$ cat src/rtl/core/psp_delay.sv
// delay line that carries payload and valid bits alongside the arithmetic units
`timescale 1ns / 1ps

module psp_delay #(
    parameter int WIDTH = 8,
    parameter int DEPTH = 2
) (
    input  logic             clk,
    input  logic             rst_n,
    input  logic             en,
    input  logic             valid,
    input  logic [WIDTH-1:0] data,
    output logic             valid_out,
    output logic [WIDTH-1:0] data_out
);

    logic             valid_reg [DEPTH];
    logic [WIDTH-1:0] data_reg  [DEPTH];

    always_ff @(posedge clk or negedge rst_n)
    begin
        if (!rst_n)
        begin
            for (int i = 0; i < DEPTH; i++)
            begin
                valid_reg[i] <= 1'b0;
            end
        end
        else if (en)
        begin
            valid_reg[0] <= valid;
            for (int i = 1; i < DEPTH; i++)
            begin
                valid_reg[i] <= valid_reg[i-1];
            end
        end
    end

    always_ff @(posedge clk)
    begin
        if (en)
        begin
            data_reg[0] <= data;
            for (int i = 1; i < DEPTH; i++)
            begin
                data_reg[i] <= data_reg[i-1];
            end
        end
    end

    assign valid_out = valid_reg[DEPTH-1];
    assign data_out  = data_reg[DEPTH-1];

endmodule

$ cat config.mk
export PLATFORM = sky130hd
export DESIGN_NAME = psp_delay
export DESIGN_NICKNAME = d
export VERILOG_FILES = /design/src/rtl/core/psp_delay.sv
export SDC_FILE = /design/constraint.sdc
export NUM_CORES = 1
export LEC_CHECK = 0
export BUFFER_PORTS_ARGS = -buffer_cell sky130_fd_sc_hd__clkbuf_2
export CORE_MARGIN = 8
export CORE_UTILIZATION = 41
export DETAILED_ROUTE_END_ITERATION = 8
export PLACE_DENSITY_LB_ADDON = 0.3
export SKIP_CTS_REPAIR_TIMING = 1
export SKIP_LAST_GASP = 1
export SYNTH_ARGS = -nofsm -noshare
export SYNTH_HDL_FRONTEND = slang
export SYNTH_SLANG_ARGS = --single-unit
export TNS_END_PERCENT = 5
$ cat constraint.sdc
create_clock -name clk -period 0.92 [get_ports clk]
set_input_delay 0.046 -clock clk [delete_from_list [all_inputs] [get_ports clk]]
set_output_delay 0.046 -clock clk [all_outputs]
set_load 0.1 [all_outputs]
# Yosys cells after proc, flatten, opt, wreduce, memory -nomap -nowiden
# Memory sizes are Yosys's and may differ from the RTL's.
# Index checks and enable logic that the tools add are counted.
[totals] mem_bits_rw=16 mem_count=1 in_bits=12 ff_bits=2 out_inout_bits=9
[memory_table] memory="data_reg" depth=2 word_bits=8 rd=2 rd_clocked_by_memory_dff=0 write_ports=2 line="18" rtl="logic [WIDTH-1:0] data_reg [DEPTH];"
[classes] n_mux=2
[op_table] op="1-bit 2-to-1 mux" n=2

# Longest topological paths before layout
[depth] word_depth=2 mapped_depth=1

# Worst setup path after synthesis
# Ideal clock, no wire load.
[synth_timing] kind="register -> register" start="register, netlist name valid_out" end="register valid_reg (netlist bit valid_out)" path_buffers=0 period_less_slack_ns=1.256 t_required_ns=0.795 path_slack_ns=-0.336 setup_time_ns=0.125 stages_incl_launch_ff=2 t_arrival_ns=1.130 cell_sequence="dfrtp_1 -> mux2_2"
[synth_lines] item="end signal, assigned by index" line="34" rtl="valid_reg[i] <= valid_reg[i-1];"
[synth_lines] item="end, declared" line="17" rtl="logic valid_reg [DEPTH];"

# Final worst setup path
[layout_timing] start="register valid_reg (netlist bit valid_out)" end="output valid_out"
[layout_lines] item="end, declared" line="13" rtl="output logic valid_out,"
# No word-level cell between the ends.

==> flow_metrics.env <==
export IMPL_syn_instance_count=28
export IMPL_post_route_util=0.659
export IMPL_finalWorstSetupSlack_ps=-91.2
export IMPL_antennaDiodeCount=0
export IMPL_dieWidth_um=54.7
export IMPL_nets=68
export IMPL_hp_class="input port to async pin"
export IMPL_outcome="finished, violations left"
export IMPL_fmax_ghz=0.989
export IMPL_drtIter0Drc=3
export IMPL_period_needed_ps=1010
export IMPL_worstSetupEndpointType="primary output"
export IMPL_grt_ovfl_total=0
export IMPL_tightest_slew_ps=239
export IMPL_die_area_um2=2990
export IMPL_port_buffers=20
export IMPL_fin_crit_sh=1.10
export IMPL_slew_viol_final=0
export IMPL_grt_pass1_vias=299
export IMPL_grt_max_degree=12
export IMPL_start_util=0.422
export IMPL_cap_violations=0
export IMPL_p_leak_uw=0.000383
export IMPL_ir_drop_mv=0.996
export IMPL_clk_path_buf_depth=2
export IMPL_path_cells="buf_12"
export IMPL_worst_path_max_fanout=2
export IMPL_fin_area_um2=958
export IMPL_path_delay_family="flip-flops"
export IMPL_ctsRootBufferMaster="clkbuf_4"
export IMPL_viasPerCell=4.30
export IMPL_finalHoldViolCount=0
export IMPL_grt_pass1_wl_um=1320
export IMPL_gp_congestion=0.655
export IMPL_max_stage_delay_ps=500
export IMPL_clkLatencyLatePin_ps=290
export IMPL_power_density_nw_per_um2=1910
export IMPL_post_drt_wl_per_cell_um=13.9
export IMPL_die_y_um=54.7
export IMPL_yosys_warnings=0
export IMPL_synth_area_um2=613
export IMPL_syn_to_final_growth_pct=56.3
export IMPL_violations="negative setup slack"
export IMPL_num_vias=305
export IMPL_ant_nets=0
export IMPL_antenna_found_initial=0
export IMPL_drive_gt1_frac=0.491
export IMPL_power_uw=1830
export IMPL_cts_htree_levels=1
export IMPL_placed_area_um2=832
export IMPL_arrival_ps=970
export IMPL_dr_pass1_iters=2
export IMPL_crit_type="flip-flop to primary output"
export IMPL_tritoncts="done"
export IMPL_drc=0
export IMPL_timing_hold_ws_ps=87.1
export IMPL_fp_row_count=14
export IMPL_core_area_um2=1450
export IMPL_grt_total_usage=0.0680
export IMPL_setup_viol=9
export IMPL_yosysSeqAreaShare=0.865
export IMPL_startpoint_type="flip-flop"
export IMPL_syn_nets=40
export IMPL_avgSynthCellArea_um2=21.9
export IMPL_crit_slowest_cell="dfrtp_4"
export IMPL_cts_buffers=3
export IMPL_pin_count=21
export IMPL_clock_sinks=18
export IMPL_synth_cell_types=4
export IMPL_synth_seq_cells=18
export IMPL_tns_ps=-298
export IMPL_largest_register_ffs=16
export IMPL_routed_wl_um=987
export IMPL_clk_pin_slew_worst_paths_ps=90
export IMPL_required_ps=870
export IMPL_max_slew_margin=0.840
export IMPL_rsz0062_at_grt="true"
export IMPL_finClkSkew_ps=5.94
export IMPL_cp_num_buf_inv=1
[report_power, final]
group | total (µW) | switching (µW) | internal [µW]
clock | 389 | 221 | 169
sequential | 1000 | 35.2 | 968
combinational | 437 | 265 | 172
[through the flow]
stage / std cells / worst slack (ps)
2_1_floorplan: 28 / -101
3_3_place_gp: 57 / 73.6
3_5_place_dp: 57 / 63.7
4_1_cts: 61 / -86.3
5_1_grt: 71 / -113
6_report: 71 / -91.2
[placed cells by master, fill, tap and decap left out, drive strengths merged]
cell	synthesis	final
edfxtp	16	16
clkbuf	0	15
dlygate4sd3	0	10
buf	8	10
mux2	2	2
dfrtp	2	2
[routing by layer]
metal	part of all wire	global-route usage
met1	0.33	0.0556
met3	0.083	0.0353
met4	0.022	0.0615
met5	0	0
met2	0.57	0.115
[cells in the mapped netlist]
library cell / count / share of area
dfrtp_1: 2 / 0.082
mux2_2: 2 / 0.037
edfxtp_1: 16 / 0.78
buf_4: 8 / 0.098
[worst paths after layout]
kind,end,depth (start not counted),slack [ps],start
setup / recovery,valid_out,1,-90,valid_out
hold / removal,valid_out,2,90,rst_n
setup reg to reg,valid_out,1,50,valid_out
hold reg to reg,data_reg[0][8],0,430,data_reg[0][0]
max in group asynchronous,valid_out,2,730,rst_n
min in group clk,data_reg[0][7],1,150,en
[area by class of cell]
type	count	area (µm²)
well taps	16	20.0
flip-flops and latches	18	534
multi-input cells	2	22.5
fillers	105	495
clock buffers	4	26.3
repair buffers	31	355
[cells by family (layout without fill, tap and decap cells)]
kind of cell | Yosys count | count (layout) | share of synthesized area
multiplexers | 2 | 2 | 0.0367
buffers and inverters | 8 | 35 | 0.0980
flip-flops | 18 | 18 | 0.865
Note: power is estimated with default switching activity, not from simulation.
