--- src/rtl/core/psp_isqrt.sv ---
// pipelined integer square root, one result bit per stage
`timescale 1ns / 1ps

module psp_isqrt #(
    parameter int IN_W = 50
) (
    input  logic                clk,
    input  logic                en,
    input  logic [IN_W-1:0]     radicand,
    output logic [IN_W/2-1:0]   root
);

    localparam int OUT_W = IN_W / 2;
    localparam int NW    = IN_W + 1;

    logic [NW-1:0] n_reg [OUT_W];
    logic [NW-1:0] r_reg [OUT_W];
    logic [NW-1:0] n_in  [OUT_W];
    logic [NW-1:0] r_in  [OUT_W];

    genvar s;
    generate
        for (s = 0; s < OUT_W; s++)
        begin : g_stage
            logic [NW-1:0] bit_w;
            logic [NW-1:0] trial;
            logic [NW-1:0] n_next;
            logic [NW-1:0] r_next;

            if (s == 0)
            begin : g_first
                assign n_in[s] = NW'(radicand);
                assign r_in[s] = '0;
            end
            else
            begin : g_rest
                assign n_in[s] = n_reg[s-1];
                assign r_in[s] = r_reg[s-1];
            end

            assign bit_w = NW'(1) << (2 * (OUT_W - 1 - s));
            assign trial = r_in[s] + bit_w;

            always_comb
            begin
                if (n_in[s] >= trial)
                begin
                    n_next = n_in[s] - trial;
                    r_next = (r_in[s] >> 1) + bit_w;
                end
                else
                begin
                    n_next = n_in[s];
                    r_next = r_in[s] >> 1;
                end
            end

            always_ff @(posedge clk)
            begin
                if (en)
                begin
                    n_reg[s] <= n_next;
                    r_reg[s] <= r_next;
                end
            end
        end
    endgenerate

    assign root = r_reg[OUT_W-1][OUT_W-1:0];

endmodule

--- config.mk ---
export PLATFORM = sky130hd
export DESIGN_NAME = psp_isqrt
export DESIGN_NICKNAME = d
export VERILOG_FILES = /design/src/rtl/core/psp_isqrt.sv
export SDC_FILE = /design/constraint.sdc
export NUM_CORES = 2
export LEC_CHECK = 0
export ABC_AREA = 1
export BUFFER_PORTS_ARGS = -buffer_cell sky130_fd_sc_hd__clkbuf_2
export CAP_MARGIN = 5
export CELL_PAD_IN_SITES_DETAIL_PLACEMENT = 1
export CELL_PAD_IN_SITES_GLOBAL_PLACEMENT = 2
export CORE_MARGIN = 4
export CORE_UTILIZATION = 30
export DETAILED_ROUTE_END_ITERATION = 16
export PLACE_DENSITY_LB_ADDON = 0.1
export SLEW_MARGIN = 20
export SYNTH_ARGS = -nofsm -noshare
export SYNTH_HDL_FRONTEND = slang
export SYNTH_SLANG_ARGS = --single-unit
--- constraint.sdc ---
create_clock -name clk -period 3 [get_ports clk]
set_input_delay 0 -clock clk [delete_from_list [all_inputs] [get_ports clk]]
set_output_delay 0 -clock clk [all_outputs]
set_load 0.05 [all_outputs]
# --- Word-level counts from Yosys, hierarchy flattened ---
# Memories as Yosys holds them, arrays and structs flattened.
# Cells that the tools add are included.
word_totals:
  n_memories: 2
  ramBits: 2550
  input_bits: 52
  out_inout_bits: 25
  regBits: 0
memory_table:
  columns: ["memory", "words", "width", "read_ports", "rd_clocked_by_memory_dff", "write_ports", "line_no", "text"]
  rows:
  - ["n_reg", 25, 51, 24, 0, 25, "16", "logic [NW-1:0] n_reg [OUT_W];"]
  - ["r_reg", 25, 51, 25, 0, 25, "17", "logic [NW-1:0] r_reg [OUT_W];"]
classes:
  n_lt_le_gt_ge: 25
  addsub: 73
  n_mux: 52
op_table:
  columns: ["op", "n"]
  rows:
  - ["$mux 51", 49]
  - ["$ge 51x51->1", 24]
  - ["$sub 51x51->51", 24]
  - ["$add 50x1->51 const B", 1]
  - ["$add 50x11->51 const B", 1]
  - ["$add 50x13->51 const B", 1]
  - ["$add 50x15->51 const B", 1]
  - ["$add 50x17->51 const B", 1]
  - ["$add 50x19->51 const B", 1]
  - ["$add 50x21->51 const B", 1]
  - ["$add 50x23->51 const B", 1]
  - ["$add 50x25->51 const B", 1]
  - ["$add 50x27->51 const B", 1]
  - ["$add 50x29->51 const B", 1]
  - ["$add 50x3->51 const B", 1]
  - ["$add 50x31->51 const B", 1]
  - ["$add 50x33->51 const B", 1]
  - ["$add 50x35->51 const B", 1]
  - ["$add 50x37->51 const B", 1]
  - ["$add 50x39->51 const B", 1]
  - ["$add 50x41->51 const B", 1]
  - ["$add 50x43->51 const B", 1]
  - ["$add 50x45->51 const B", 1]
  - ["$add 50x47->51 const B", 1]
  - ["other kinds (31)", 32]

# --- Logic depth before layout (Yosys ltp) ---
# An unclocked memory read counts as a cell.
depth:
  depth_word: 4
  depth_mapped: 17
  ltp_nobuf: 16

# --- Worst setup path after synthesis ---
# No wires, ideal clock.
synth_path:
  kind: "register to register"
  startpoint: "memory n_reg[0][348] in the netlist's numbering"
  endpoint: "memory n_reg[0][400] in the netlist's numbering, data pin"
  required_time_ps: 2751
  stages_incl_launch_ff: 10
  slack_ps: 846
  n_path_buf: 1
  arrival_ps: 1905
  cell_sequence: "edfxtp_1 -> ha_1 -> a21o_1 -> a31oi_1 -> nand2_1 -> a211oi_4 -> nand2_4 -> buf_6 -> nand2_1 -> inv_1"
synth_rtl:
  columns: ["element", "line_no"]
  rows:
  - ["start: declaration", "16"]

==> impl_results.md <==
* Final setup viols at 0
* Clock transition at the registers of the reported paths at about 0.06 ns
* Fmax achieved at 351 MHz
* Delay-heaviest family, CP: simple AND/OR/NAND/NOR gates
* Drt total wl at 339000 um
* First-pass DRT Iterations at 5
* Startpoint types: flop
* Commonest non-fill, non-tap cell in the layout: nand2_1
* CTS Sinks at 1549
* Initial Utilization at between 30% and 40%
* Syn Nets at 10800
* Top cell type's share of synthesized area at 52.5%
* Worst skew pair latency at 0.87 ns
* Setup WS pre-CTS at -0.245 ns
* Seq cells post-synth at 1549
* Final hold vios at 0
* Syn Inst Count at roughly 10000
* Routability cong. at 0.875
* Setup crit end kind: flop
* Worst Max-Slew Pin Slew at 0.780 ns
* Maximum fanout along the worst path at 4
* DRC viols at 0
* WP buf/inv at 3
* Post-layout util at 35.3%
* IO Pins at 77
* Share of cells above drive strength 1 at 7.93%
* DRT iter0 DRCs at 4150
* Critical path type: reg -> reg
* Largest net degree at the start of global routing at 148
* Slowest-stage cell, CP: edfxtp_1
* Root buffer cell: clkbuf_16
* Pwr Density at 680 mW/mm^2
* Final-stage net count at 11500
* Hold Crit Class: in -> reg
* Final WS setup at between 0.1 and 0.15 ns
* Leakage Power at 0.0453 uW
* Max FFs per register at 1224
* Synth warnings at 0
* P&R area growth vs syn at 17.2%
* TritonCTS clock tree: built
* Die Ht at 551 um
* Hold path cells at 2
* Required time of the critical path at 3.61 ns
* DR WL/cell at 22.4 um
* Syn Area/Cell at 8.49 um^2
* Most frequent cells in the layout: 3284 x nand2_1, 1710 x inv_1, 1549 x edfxtp_1, 1143 x nor2_1, 586 x nand3_1
* Port bufs at 76
* Crit-path max cell delay at between 0.4 and 0.5 ns
* Via count at 71300
* Dominant synthesized flop cell: edfxtp_1
* Max Cap Violations at 0
* DRT antenna net count at 0
* Crit-path cells: inv_1 > ha_1 > inv_1 > nand3_1 > nand2_1 > nand2_1 > nand2_1 > buf_4 > nand3_1 > nand2_1 > nand2_1 > nand2_1 > nand2_1 > a21oi_1
* H-tree depth at 4
* DP HPWL at 283000 um
* Tmin final at 2.85 ns
* Number of buffers created by CTS at 186
* Top area cells in the synthesized netlist: edfxtp_1 53%, nand2_1 14%, inv_1 7.3%
* GR Util All Layers at 22.0%
* First-pass GRT wire length at 499000 um
* Die Area at 0.304 mm^2
* R2r startpoint: n_reg[1][113]
* Worst R2R Path Depth at 14
* DIE WIDTH at 551 um
* Cell Area, Synth at about 0.09 mm^2
* Vias in the first global route at 75300
* Worst Skew at 0.0854 ns
* Worst path depth at 14
* Slew headroom at 48.0%
* Initial antenna violation count at 5
* Post-synth EDFFs at about 1500
* CP Launch Point: n_reg[1][113]
* Tcrit/Tclk final at 95.0%
* Vias per cell at 4.70
* Most used cell, CP: nand2_1
* Status: finished clean
* Ys async rst share at 0%
* Seq/Total Area, Yosys at 52.5%
* Number of fill cells at 34700
* Biggest area consumer among synthesized cells: edfxtp_1
* Core Area at around 0.29 mm^2
* Hold Startpoint: en
* Arr. time, crit path at 3.46 ns
* Final slew viol count at 0
* Yosys cell types at 65
* Maximum vdd drop at approximately 520 uV
* GRT overflow at 0
* Longest Clk Path Bufs at 4
* Row cnt at 199
* RSZ-0062 raised after global routing: no
==> final cells by class <==
type | instances | area (um^2) | area share [%]
Tap cell | 3919 | 4900 | 4.73
Clock buffer | 217 | 4770 | 4.60
Multi-Input combinational cell | 7079 | 35000 | 33.7
Sequential cell | 1549 | 46500 | 44.8
Clock inverter | 118 | 1280 | 1.24
Antenna cell | 3 | 7.51 | 0.00724
Inverter | 1721 | 6460 | 6.23
Timing Repair Buffer | 565 | 4810 | 4.64
==> repair_timing <==
item | CTS | global route
setup buffers | 5 | 6
gates resized for setup | 10 | 18
endpoints found under the hold margin | 745 | 0
setup endpoints to repair | 15 | 104
hold buffers | 104 | 0
pin swaps | 1 | 0
==> routing by layer <==
layer	wire length, um	track usage [%]	vias to the layer above
met1	144000	26.7	34700
met2	178000	41.7	829
met5	0	0	-
li1	-	-	35400
met4	10200	5.96	0
met3	7250	1.72	365
==> stage by stage <==
step                      hold slack [ns]  cell area, um^2  cells  setup TNS (ns)  total power (uW)
after floorplan                    0.0989            88500  10400               0             39700
after global placement              0.177            96500  14700          -0.897             48500
after detailed placement            0.179            96500  14700           -1.02             48600
after CTS                          0.0987           104000  15200               0             71700
after global routing                0.125           104000  15200               0             74700
final                               0.147           104000  15200               0             70600
==> synthesized netlist by cell type (15+ instances only) <==
cell type	n
o21ai_1	35
ha_1	346
a21oi_1	410
buf_2	33
a21oi_2	23
nor3_1	134
buf_6	31
xor2_1	165
nand3b_1	57
or2_2	18
o21ai_0	220
nor2_1	1149
nand3_1	586
nand2_1	3285
nand2_2	15
o21ai_2	29
and2_1	18
edfxtp_1	1549
nand4_1	211
o21bai_1	21
a21o_1	17
nor4_1	81
inv_1	1711
xnor2_1	145
==> power by group <==
group | total, uW | leakage [uW] | internal (uW) | switching (uW)
sequential | 29800 | 0.0149 | 27200 | 2670
combinational | 18200 | 0.0275 | 5900 | 12300
clock | 22500 | 0.00292 | 13000 | 9500
==> logic make-up (layout without fill, tap and decap cells) <==
| logic type | count (synthesis) | count (layout) | synth area share, % |
|---|---|---|---|
| AOI/OAI and AO/OA | 813 | 813 | 5.15 |
| xor gates and xnor gates | 310 | 310 | 3.07 |
| adders and majority gates | 346 | 346 | 4.89 |
| buffers and inverters | 1801 | 2621 | 8.01 |
| DFF | 1549 | 1549 | 52.5 |
| other | 1 | 4 | 0.00424 |
| and+or+nand+nor | 5609 | 5609 | 26.3 |
==> worst paths after layout <==
path	endpoint	slack [ns]
min reg2reg	n_reg[0][782]	0.41
max reg2reg	n_reg[1][195]	0.15
max	n_reg[1][195]	0.15
min	n_reg[0][152]	0.15
(Power assumes the default switching activity.)
