<file path="config.mk">
export PLATFORM = sky130hd
export DESIGN_NAME = psp_udiv
export DESIGN_NICKNAME = d
export VERILOG_FILES = /design/src/rtl/core/psp_udiv.sv
export SDC_FILE = /design/constraint.sdc
export NUM_CORES = 1
export LEC_CHECK = 0
export BUFFER_PORTS_ARGS = -buffer_cell sky130_fd_sc_hd__buf_2
export CORE_MARGIN = 3
export CORE_UTILIZATION = 67
export CTS_CLUSTER_SIZE = 12
export DETAILED_ROUTE_END_ITERATION = 6
export PLACE_DENSITY = 0.87
export SYNTH_ARGS = -nofsm -noshare
export SYNTH_HDL_FRONTEND = slang
export SYNTH_SLANG_ARGS = --single-unit
</file>
<file path="constraint.sdc">
create_clock -name clk -period 5.01 [get_ports clk]
set_clock_uncertainty 0.15 [all_clocks]
set_input_delay 0 -clock clk [delete_from_list [all_inputs] [get_ports clk]]
set_output_delay 0 -clock clk [all_outputs]
set_load 0.02 [all_outputs]
</file>
<file path="src/rtl/core/psp_udiv.sv">
// pipelined restoring unsigned divider, one quotient bit per stage
`timescale 1ns / 1ps

module psp_udiv #(
    parameter int NUM_W = 16,
    parameter int DEN_W = 8,
    parameter int QUO_W = 8
) (
    input  logic             clk,
    input  logic             en,
    input  logic [NUM_W-1:0] num,
    input  logic [DEN_W-1:0] den,
    output logic [QUO_W-1:0] quo
);

    // quotient must fit in QUO_W bits for an exact result
    localparam int W = (NUM_W > DEN_W + QUO_W) ? NUM_W : DEN_W + QUO_W;

    logic [W-1:0]     rem_reg [QUO_W];
    logic [DEN_W-1:0] den_reg [QUO_W];
    logic [QUO_W-1:0] quo_reg [QUO_W];
    logic [W-1:0]     rem_in  [QUO_W];
    logic [DEN_W-1:0] den_in  [QUO_W];
    logic [QUO_W-1:0] quo_in  [QUO_W];

    genvar s;
    generate
        for (s = 0; s < QUO_W; s++)
        begin : g_stage
            logic [W-1:0] shifted;
            logic         fits;

            if (s == 0)
            begin : g_first
                assign rem_in[s] = W'(num);
                assign den_in[s] = den;
                assign quo_in[s] = '0;
            end
            else
            begin : g_rest
                assign rem_in[s] = rem_reg[s-1];
                assign den_in[s] = den_reg[s-1];
                assign quo_in[s] = quo_reg[s-1];
            end

            assign shifted = W'(den_in[s]) << (QUO_W - 1 - s);
            assign fits    = rem_in[s] >= shifted;

            always_ff @(posedge clk)
            begin
                if (en)
                begin
                    rem_reg[s] <= fits ? rem_in[s] - shifted : rem_in[s];
                    den_reg[s] <= den_in[s];
                    quo_reg[s] <= quo_in[s] | (QUO_W'(fits) << (QUO_W - 1 - s));
                end
            end
        end
    endgenerate

    assign quo = quo_reg[QUO_W-1];

endmodule

</file>
After elaboration in Yosys (flattened, before gate mapping)
Memories as Yosys holds them, arrays and structs flattened.
Cells that the tools add are included.
- bitwise operators: 7
- muxes and demuxes: 10
- add/sub/neg operators: 8
- $lt $le $gt $ge: 8
- operators with widths (operator ; number):
    $mux W16 ; 8
    $ge A16 B10 Y1 ; 1
    $ge A16 B11 Y1 ; 1
    $ge A16 B12 Y1 ; 1
    $ge A16 B13 Y1 ; 1
    $ge A16 B14 Y1 ; 1
    $ge A16 B15 Y1 ; 1
    $ge A16 B8 Y1 ; 1
    $ge A16 B9 Y1 ; 1
    $sub A16 B10 Y16 ; 1
    $sub A16 B11 Y16 ; 1
    $sub A16 B12 Y16 ; 1
    $sub A16 B13 Y16 ; 1
    $sub A16 B14 Y16 ; 1
    $sub A16 B15 Y16 ; 1
    $sub A16 B8 Y16 ; 1
    $sub A16 B9 Y16 ; 1
    $or A8 B1 Y8 ; 1
    $or A8 B2 Y8 ; 1
    $or A8 B3 Y8 ; 1
    $or A8 B4 Y8 ; 1
    $or A8 B5 Y8 ; 1
    $or A8 B6 Y8 ; 1
    $or A8 B7 Y8 ; 1
    $mux W1 ; 2
- memories kept: 3
- logic and storage cells: 36
- register bits after elaboration: 0
- output and inout port bits: 8
- bits of input ports: 26
- RAM bits: 256
- memories (name ; words ; bits a word ; rd ports ; clocked after memory_dff ; write ports ; RTL line ; source):
    rem_reg ; 8 ; 16 ; 7 ; 0 ; 8 ; 19 ; logic [W-1:0] rem_reg [QUO_W];
    den_reg ; 8 ; 8 ; 7 ; 0 ; 8 ; 20 ; logic [DEN_W-1:0] den_reg [QUO_W];
    quo_reg ; 8 ; 8 ; 8 ; 0 ; 8 ; 21 ; logic [QUO_W-1:0] quo_reg [QUO_W];

Longest topological paths before layout
An unclocked memory read counts as a cell.
- word-level depth: 3
- mapped depth: 10
- depth with buffers taken out: 10

Least setup slack after synthesis
Ideal clock, no wire load.
- path type: register to register
- start: memory rem_reg[3][8] (netlist bit)
- end: memory rem_reg[4][6] (netlist bit), data pin
- setup time: 258 ps
- path buffers: 1
- cell stages (with the launch flop): 10
- arrival time: 2299 ps
- setup slack: 2303 ps
- path through: edfxtp_1 > ha_1 > and4b_1 > nor4bb_1 > or4_1 > a211oi_2 > inv_2 > buf_6 > nor2_1 > a21oi_1
- RTL lines (item ; RTL line):
    start: declaration ; 19

==> impl_metrics.tcl <==
set metrics [dict create \
    vdd.ir_drop.worst_v 0.000342 \
    cts.reportedPaths.clkPinSlew_ps 60 \
    worst_path_largest_cell_delay_ps 620 \
    grt.total_usage_pct 24.7 \
    fp-row-count 44 \
    die_h_um 130 \
    worstSetupStartpointType "flop" \
    crit_path_end_kind "flop" \
    worst_r2r_startpoint "rem_reg[1][7]" \
    die_w_um 130 \
    flow.area_growth_from_synthesis_pct 11.6 \
    drc 0 \
    drive_gt1_share_pct 8.70 \
    length_in_cells_of_the_worst_reg_to_reg_path 6 \
    global_route_wire_length_before_repair_mm 33.2 \
    drt.antenna.violating_nets 0 \
    initial_utilization_pct 69.5 \
    estimated_wirelength_of_the_detail_placed_design_mm 13.4 \
    fin_crit_ps 3290 \
    drt-vias-per-instance 6.21 \
    detail_route.first_pass.iterations 6 \
    cap_viol_max_count 0 \
    synth_sequential_area_ratio_pct 59.7 \
    largest_register_ff_count 112 \
    num_antenna_cells 0 \
    total_leakage_power_nw 4.42 \
    portBuffers 33 \
    highest_net_fanout_along_the_worst_path 18 \
    timing.hold.worst.class "in2reg" \
    post_drt_wl_per_cell_um 18.5 \
    final_cells 1092 \
    synth_cell_types 59 \
    synth-seq-cells 204 \
    cts-htree-levels 1 \
    clkPwrFrac_pct 25.2 \
    floorplan.core_area_sq_um 14800 \
    grt_residual_overflow 0 \
    grt_setup_unrepaired "false" \
    tritoncts "done" \
    synth.yosys.warnings 0 \
    cell_count_after_placement 1037 \
    final-hold-violation-count 0 \
    first_global_vias 7138 \
    final.setup.tns_ps 0 \
    timing.critical_path.required_ps 5090 \
    route.top_layer_used "met4" \
    dpl_cell_area_sq_um 10600 \
    met2_length_mm 11.4 \
    setup_viol 0 \
    rr_endpoint "rem_reg[2][6]" \
    detailroute.wirelength.met3_um 972 \
    power_switching_share_pct 30.3 \
    layout_worst_path_cycle_share_pct 65.7 \
    clk_latency_ps 490 \
    min_delay_worst_endpoint "den_reg[0][4]" \
    number_of_synthesized_flops_with_an_enable_pin 204 \
    detailedRoute.firstIterationViolations 535 \
    synth.cell_area_sq_um 10300 \
    hold_slack_ps 91.7 \
    run_status "finished clean" \
    hold_path_depth 2 \
    critPathBufInv 0 \
    post-route-worst-setup-slack_ps 1720 \
    crit_type "reg2reg" \
    syn_inst 825 \
    report.final.slew_viol_count 0 \
    route.final.wire_length_mm 20.2 \
    crit_path_start "rem_reg[1][7]" \
    arrival_ps 3370 \
    dominantRegCellSynth "sky130_fd_sc_hd__edfxtp_1" \
    final_cell_area_sq_um 11400 \
    critPathSlowestCell "sky130_fd_sc_hd__or4b_2" \
    max_freq_ghz 0.304 \
    postCtsSetupBuffers 0 \
    nets 997 \
    initial_antenna_violation_count 0 \
    power_density_nw_per_um2 465 \
    cp_cell_sequence "ha_1, or4b_2, nor4_1, o21ai_0, nand3_1, mux2_2" \
    design.portCount 34 \
    power.net_switching_mw 1.61 \
    pre_cts_slack_ps 1870 \
    asyncSetResetFlopFracSynth_pct 0 \
    detailroute.via_count 6778 \
    rrSetupSlack_ps 1720 \
    syn_area_per_cell_sq_um 12.4 \
    die_footprint_sq_um 16800 \
    cts-buffers-inserted 21 \
    clockRootBuffer "sky130_fd_sc_hd__clkbuf_16" \
    cpLargestDelayFamily "simple AND/OR/NAND/NOR gates" \
    power.combinational.fraction_pct 27.8 \
    grt_start_max_net_pins 161 \
    cts.sink_count 204 \
    met1_length_mm 7.09 \
    cell_internal_pwr_mw 3.71 \
    worst_slew_margin_rel_pct 16.3 \
    num-fill-cells 844 \
    place_congestion 0.965 \
    post_cts.resized_instances 0 \
    syn_nets 922 \
    min_from "den[4]" \
    clock_tree_buffer_depth 3 \
    pwr-share-seq_pct 47.0 \
    max_slew.worst_pin.slew_ps 1260 \
]
[worst max-delay path by stage]
stage,to,slack [ps],cells past startpoint
floorplan,rem_reg[4][6],2300,9
global placement,rem_reg[2][10],2060,6
detailed placement,rem_reg[2][6],1870,6
CTS,rem_reg[2][6],1830,6
global route,rem_reg[2][6],1560,7
finish,rem_reg[2][6],1720,6
[synthesized netlist by cell type (2+ instances only)]
master,number,area (sq um)
sky130_fd_sc_hd__a211o_1,2,17.5
sky130_fd_sc_hd__a211oi_1,10,75.1
sky130_fd_sc_hd__a21boi_0,3,22.5
sky130_fd_sc_hd__a21o_1,15,113
sky130_fd_sc_hd__a21oi_1,48,240
sky130_fd_sc_hd__a31oi_1,5,31.3
sky130_fd_sc_hd__and3_1,2,12.5
sky130_fd_sc_hd__buf_2,2,10.0
sky130_fd_sc_hd__clkbuf_1,4,15.0
sky130_fd_sc_hd__edfxtp_1,204,6130
sky130_fd_sc_hd__fa_1,7,140
sky130_fd_sc_hd__ha_1,64,801
sky130_fd_sc_hd__inv_1,76,285
sky130_fd_sc_hd__mux2_2,9,101
sky130_fd_sc_hd__nand2_1,47,176
sky130_fd_sc_hd__nand2b_1,17,106
sky130_fd_sc_hd__nand3_1,19,95.1
sky130_fd_sc_hd__nand3b_1,7,52.6
sky130_fd_sc_hd__nand4_1,4,25.0
sky130_fd_sc_hd__nand4b_1,5,43.8
sky130_fd_sc_hd__nor2_1,62,233
sky130_fd_sc_hd__nor2b_1,10,62.6
sky130_fd_sc_hd__nor3_1,9,45.0
sky130_fd_sc_hd__nor3b_1,2,15.0
sky130_fd_sc_hd__nor4_1,10,62.6
sky130_fd_sc_hd__nor4_2,2,25.0
sky130_fd_sc_hd__nor4b_1,2,17.5
sky130_fd_sc_hd__o2111ai_1,4,35.0
sky130_fd_sc_hd__o21a_1,12,90.1
sky130_fd_sc_hd__o21ai_0,62,310
sky130_fd_sc_hd__o21bai_1,2,15.0
sky130_fd_sc_hd__o31a_1,6,52.6
sky130_fd_sc_hd__o31ai_1,8,60.1
sky130_fd_sc_hd__or2_2,2,12.5
sky130_fd_sc_hd__or3_1,5,31.3
sky130_fd_sc_hd__or4_1,3,22.5
sky130_fd_sc_hd__xnor2_1,32,280
sky130_fd_sc_hd__xor2_1,21,184
[per-layer routing]
layer  track usage, %  up-vias
met5                0        -
met4             9.90        0
li1                 -     3212
met1             24.9     3241
met2             49.9      266
met3             3.64       59
[through the flow]
step / util [%] / total power [mW]
2_1_floorplan: - / 3.56
6_report: 77.6 / 5.32
4_1_cts: 77.6 / 5.31
3_3_place_gp: 72.1 / 3.82
5_1_grt: 77.6 / 5.61
3_5_place_dp: 72.1 / 3.94
[cell usage in the layout, fill, tap and decap left out, types with 3 or more instances in the layout]
cell,n
sky130_fd_sc_hd__a21oi_1,48
sky130_fd_sc_hd__nand4_1,4
sky130_fd_sc_hd__mux2_2,9
sky130_fd_sc_hd__o31ai_1,8
sky130_fd_sc_hd__o21ai_0,62
sky130_fd_sc_hd__nand3_1,19
sky130_fd_sc_hd__dlygate4sd3_1,24
sky130_fd_sc_hd__o2111ai_1,4
sky130_fd_sc_hd__nand2b_1,17
sky130_fd_sc_hd__inv_1,76
sky130_fd_sc_hd__nand3b_1,7
sky130_fd_sc_hd__ha_1,64
sky130_fd_sc_hd__buf_4,3
sky130_fd_sc_hd__nor4_1,10
sky130_fd_sc_hd__xor2_1,21
sky130_fd_sc_hd__o31a_1,6
sky130_fd_sc_hd__o21a_1,12
sky130_fd_sc_hd__buf_2,32
sky130_fd_sc_hd__a21boi_0,3
sky130_fd_sc_hd__a211oi_1,10
sky130_fd_sc_hd__edfxtp_1,204
sky130_fd_sc_hd__nor2_1,62
sky130_fd_sc_hd__a21o_1,15
sky130_fd_sc_hd__nand4b_1,5
sky130_fd_sc_hd__or3_1,5
sky130_fd_sc_hd__or4_1,3
sky130_fd_sc_hd__xnor2_1,32
sky130_fd_sc_hd__nand2_1,47
sky130_fd_sc_hd__a31oi_1,5
sky130_fd_sc_hd__clkbuf_1,8
sky130_fd_sc_hd__fa_1,7
sky130_fd_sc_hd__nor3_1,9
sky130_fd_sc_hd__nor2b_1,10
sky130_fd_sc_hd__clkbuf_16,21
[cells by family (layout without fill, tap and decap cells)]
logic type | count (synthesis) | after routing | synth area share [%]
AND/OR/NAND/NOR | 215 | 215 | 10.9
XOR/XNOR | 53 | 53 | 4.53
multiplexers | 9 | 9 | 0.988
flip-flops | 204 | 204 | 59.7
adder cells (fa/ha/maj) | 71 | 71 | 9.17
buffers and inverters | 85 | 168 | 3.21
AO/OA/AOI/OAI | 188 | 188 | 11.5
[what timing repair did]
item,in CTS,in global routing
hold endpoints to repair,25,0
setup endpoints to repair,0,0
hold buffers,24,0
[power groups by stage]
stage | logic (mW) | clock network (mW) | registers (mW)
final | 1.48 | 1.34 | 2.50
after global routing | 1.65 | 1.43 | 2.53
after CTS | 1.46 | 1.36 | 2.49
after detailed placement | 1.42 | 0 | 2.52
after global placement | 1.31 | 0 | 2.50
after floorplan | 1.10 | 0 | 2.46
[layout make-up]
class / instances / area, sq um / area share (%)
Tap cell: 184 / 230 / 2.01
Clock inverter: 2 / 7.51 / 0.0656
Multi-Input combinational cell: 536 / 3800 / 33.2
Clock buffer: 29 / 556 / 4.85
Sequential cell: 204 / 6130 / 53.5
Inverter: 77 / 289 / 2.52
Timing Repair Buffer: 60 / 437 / 3.81
Power figures use the tool's default switching activity.
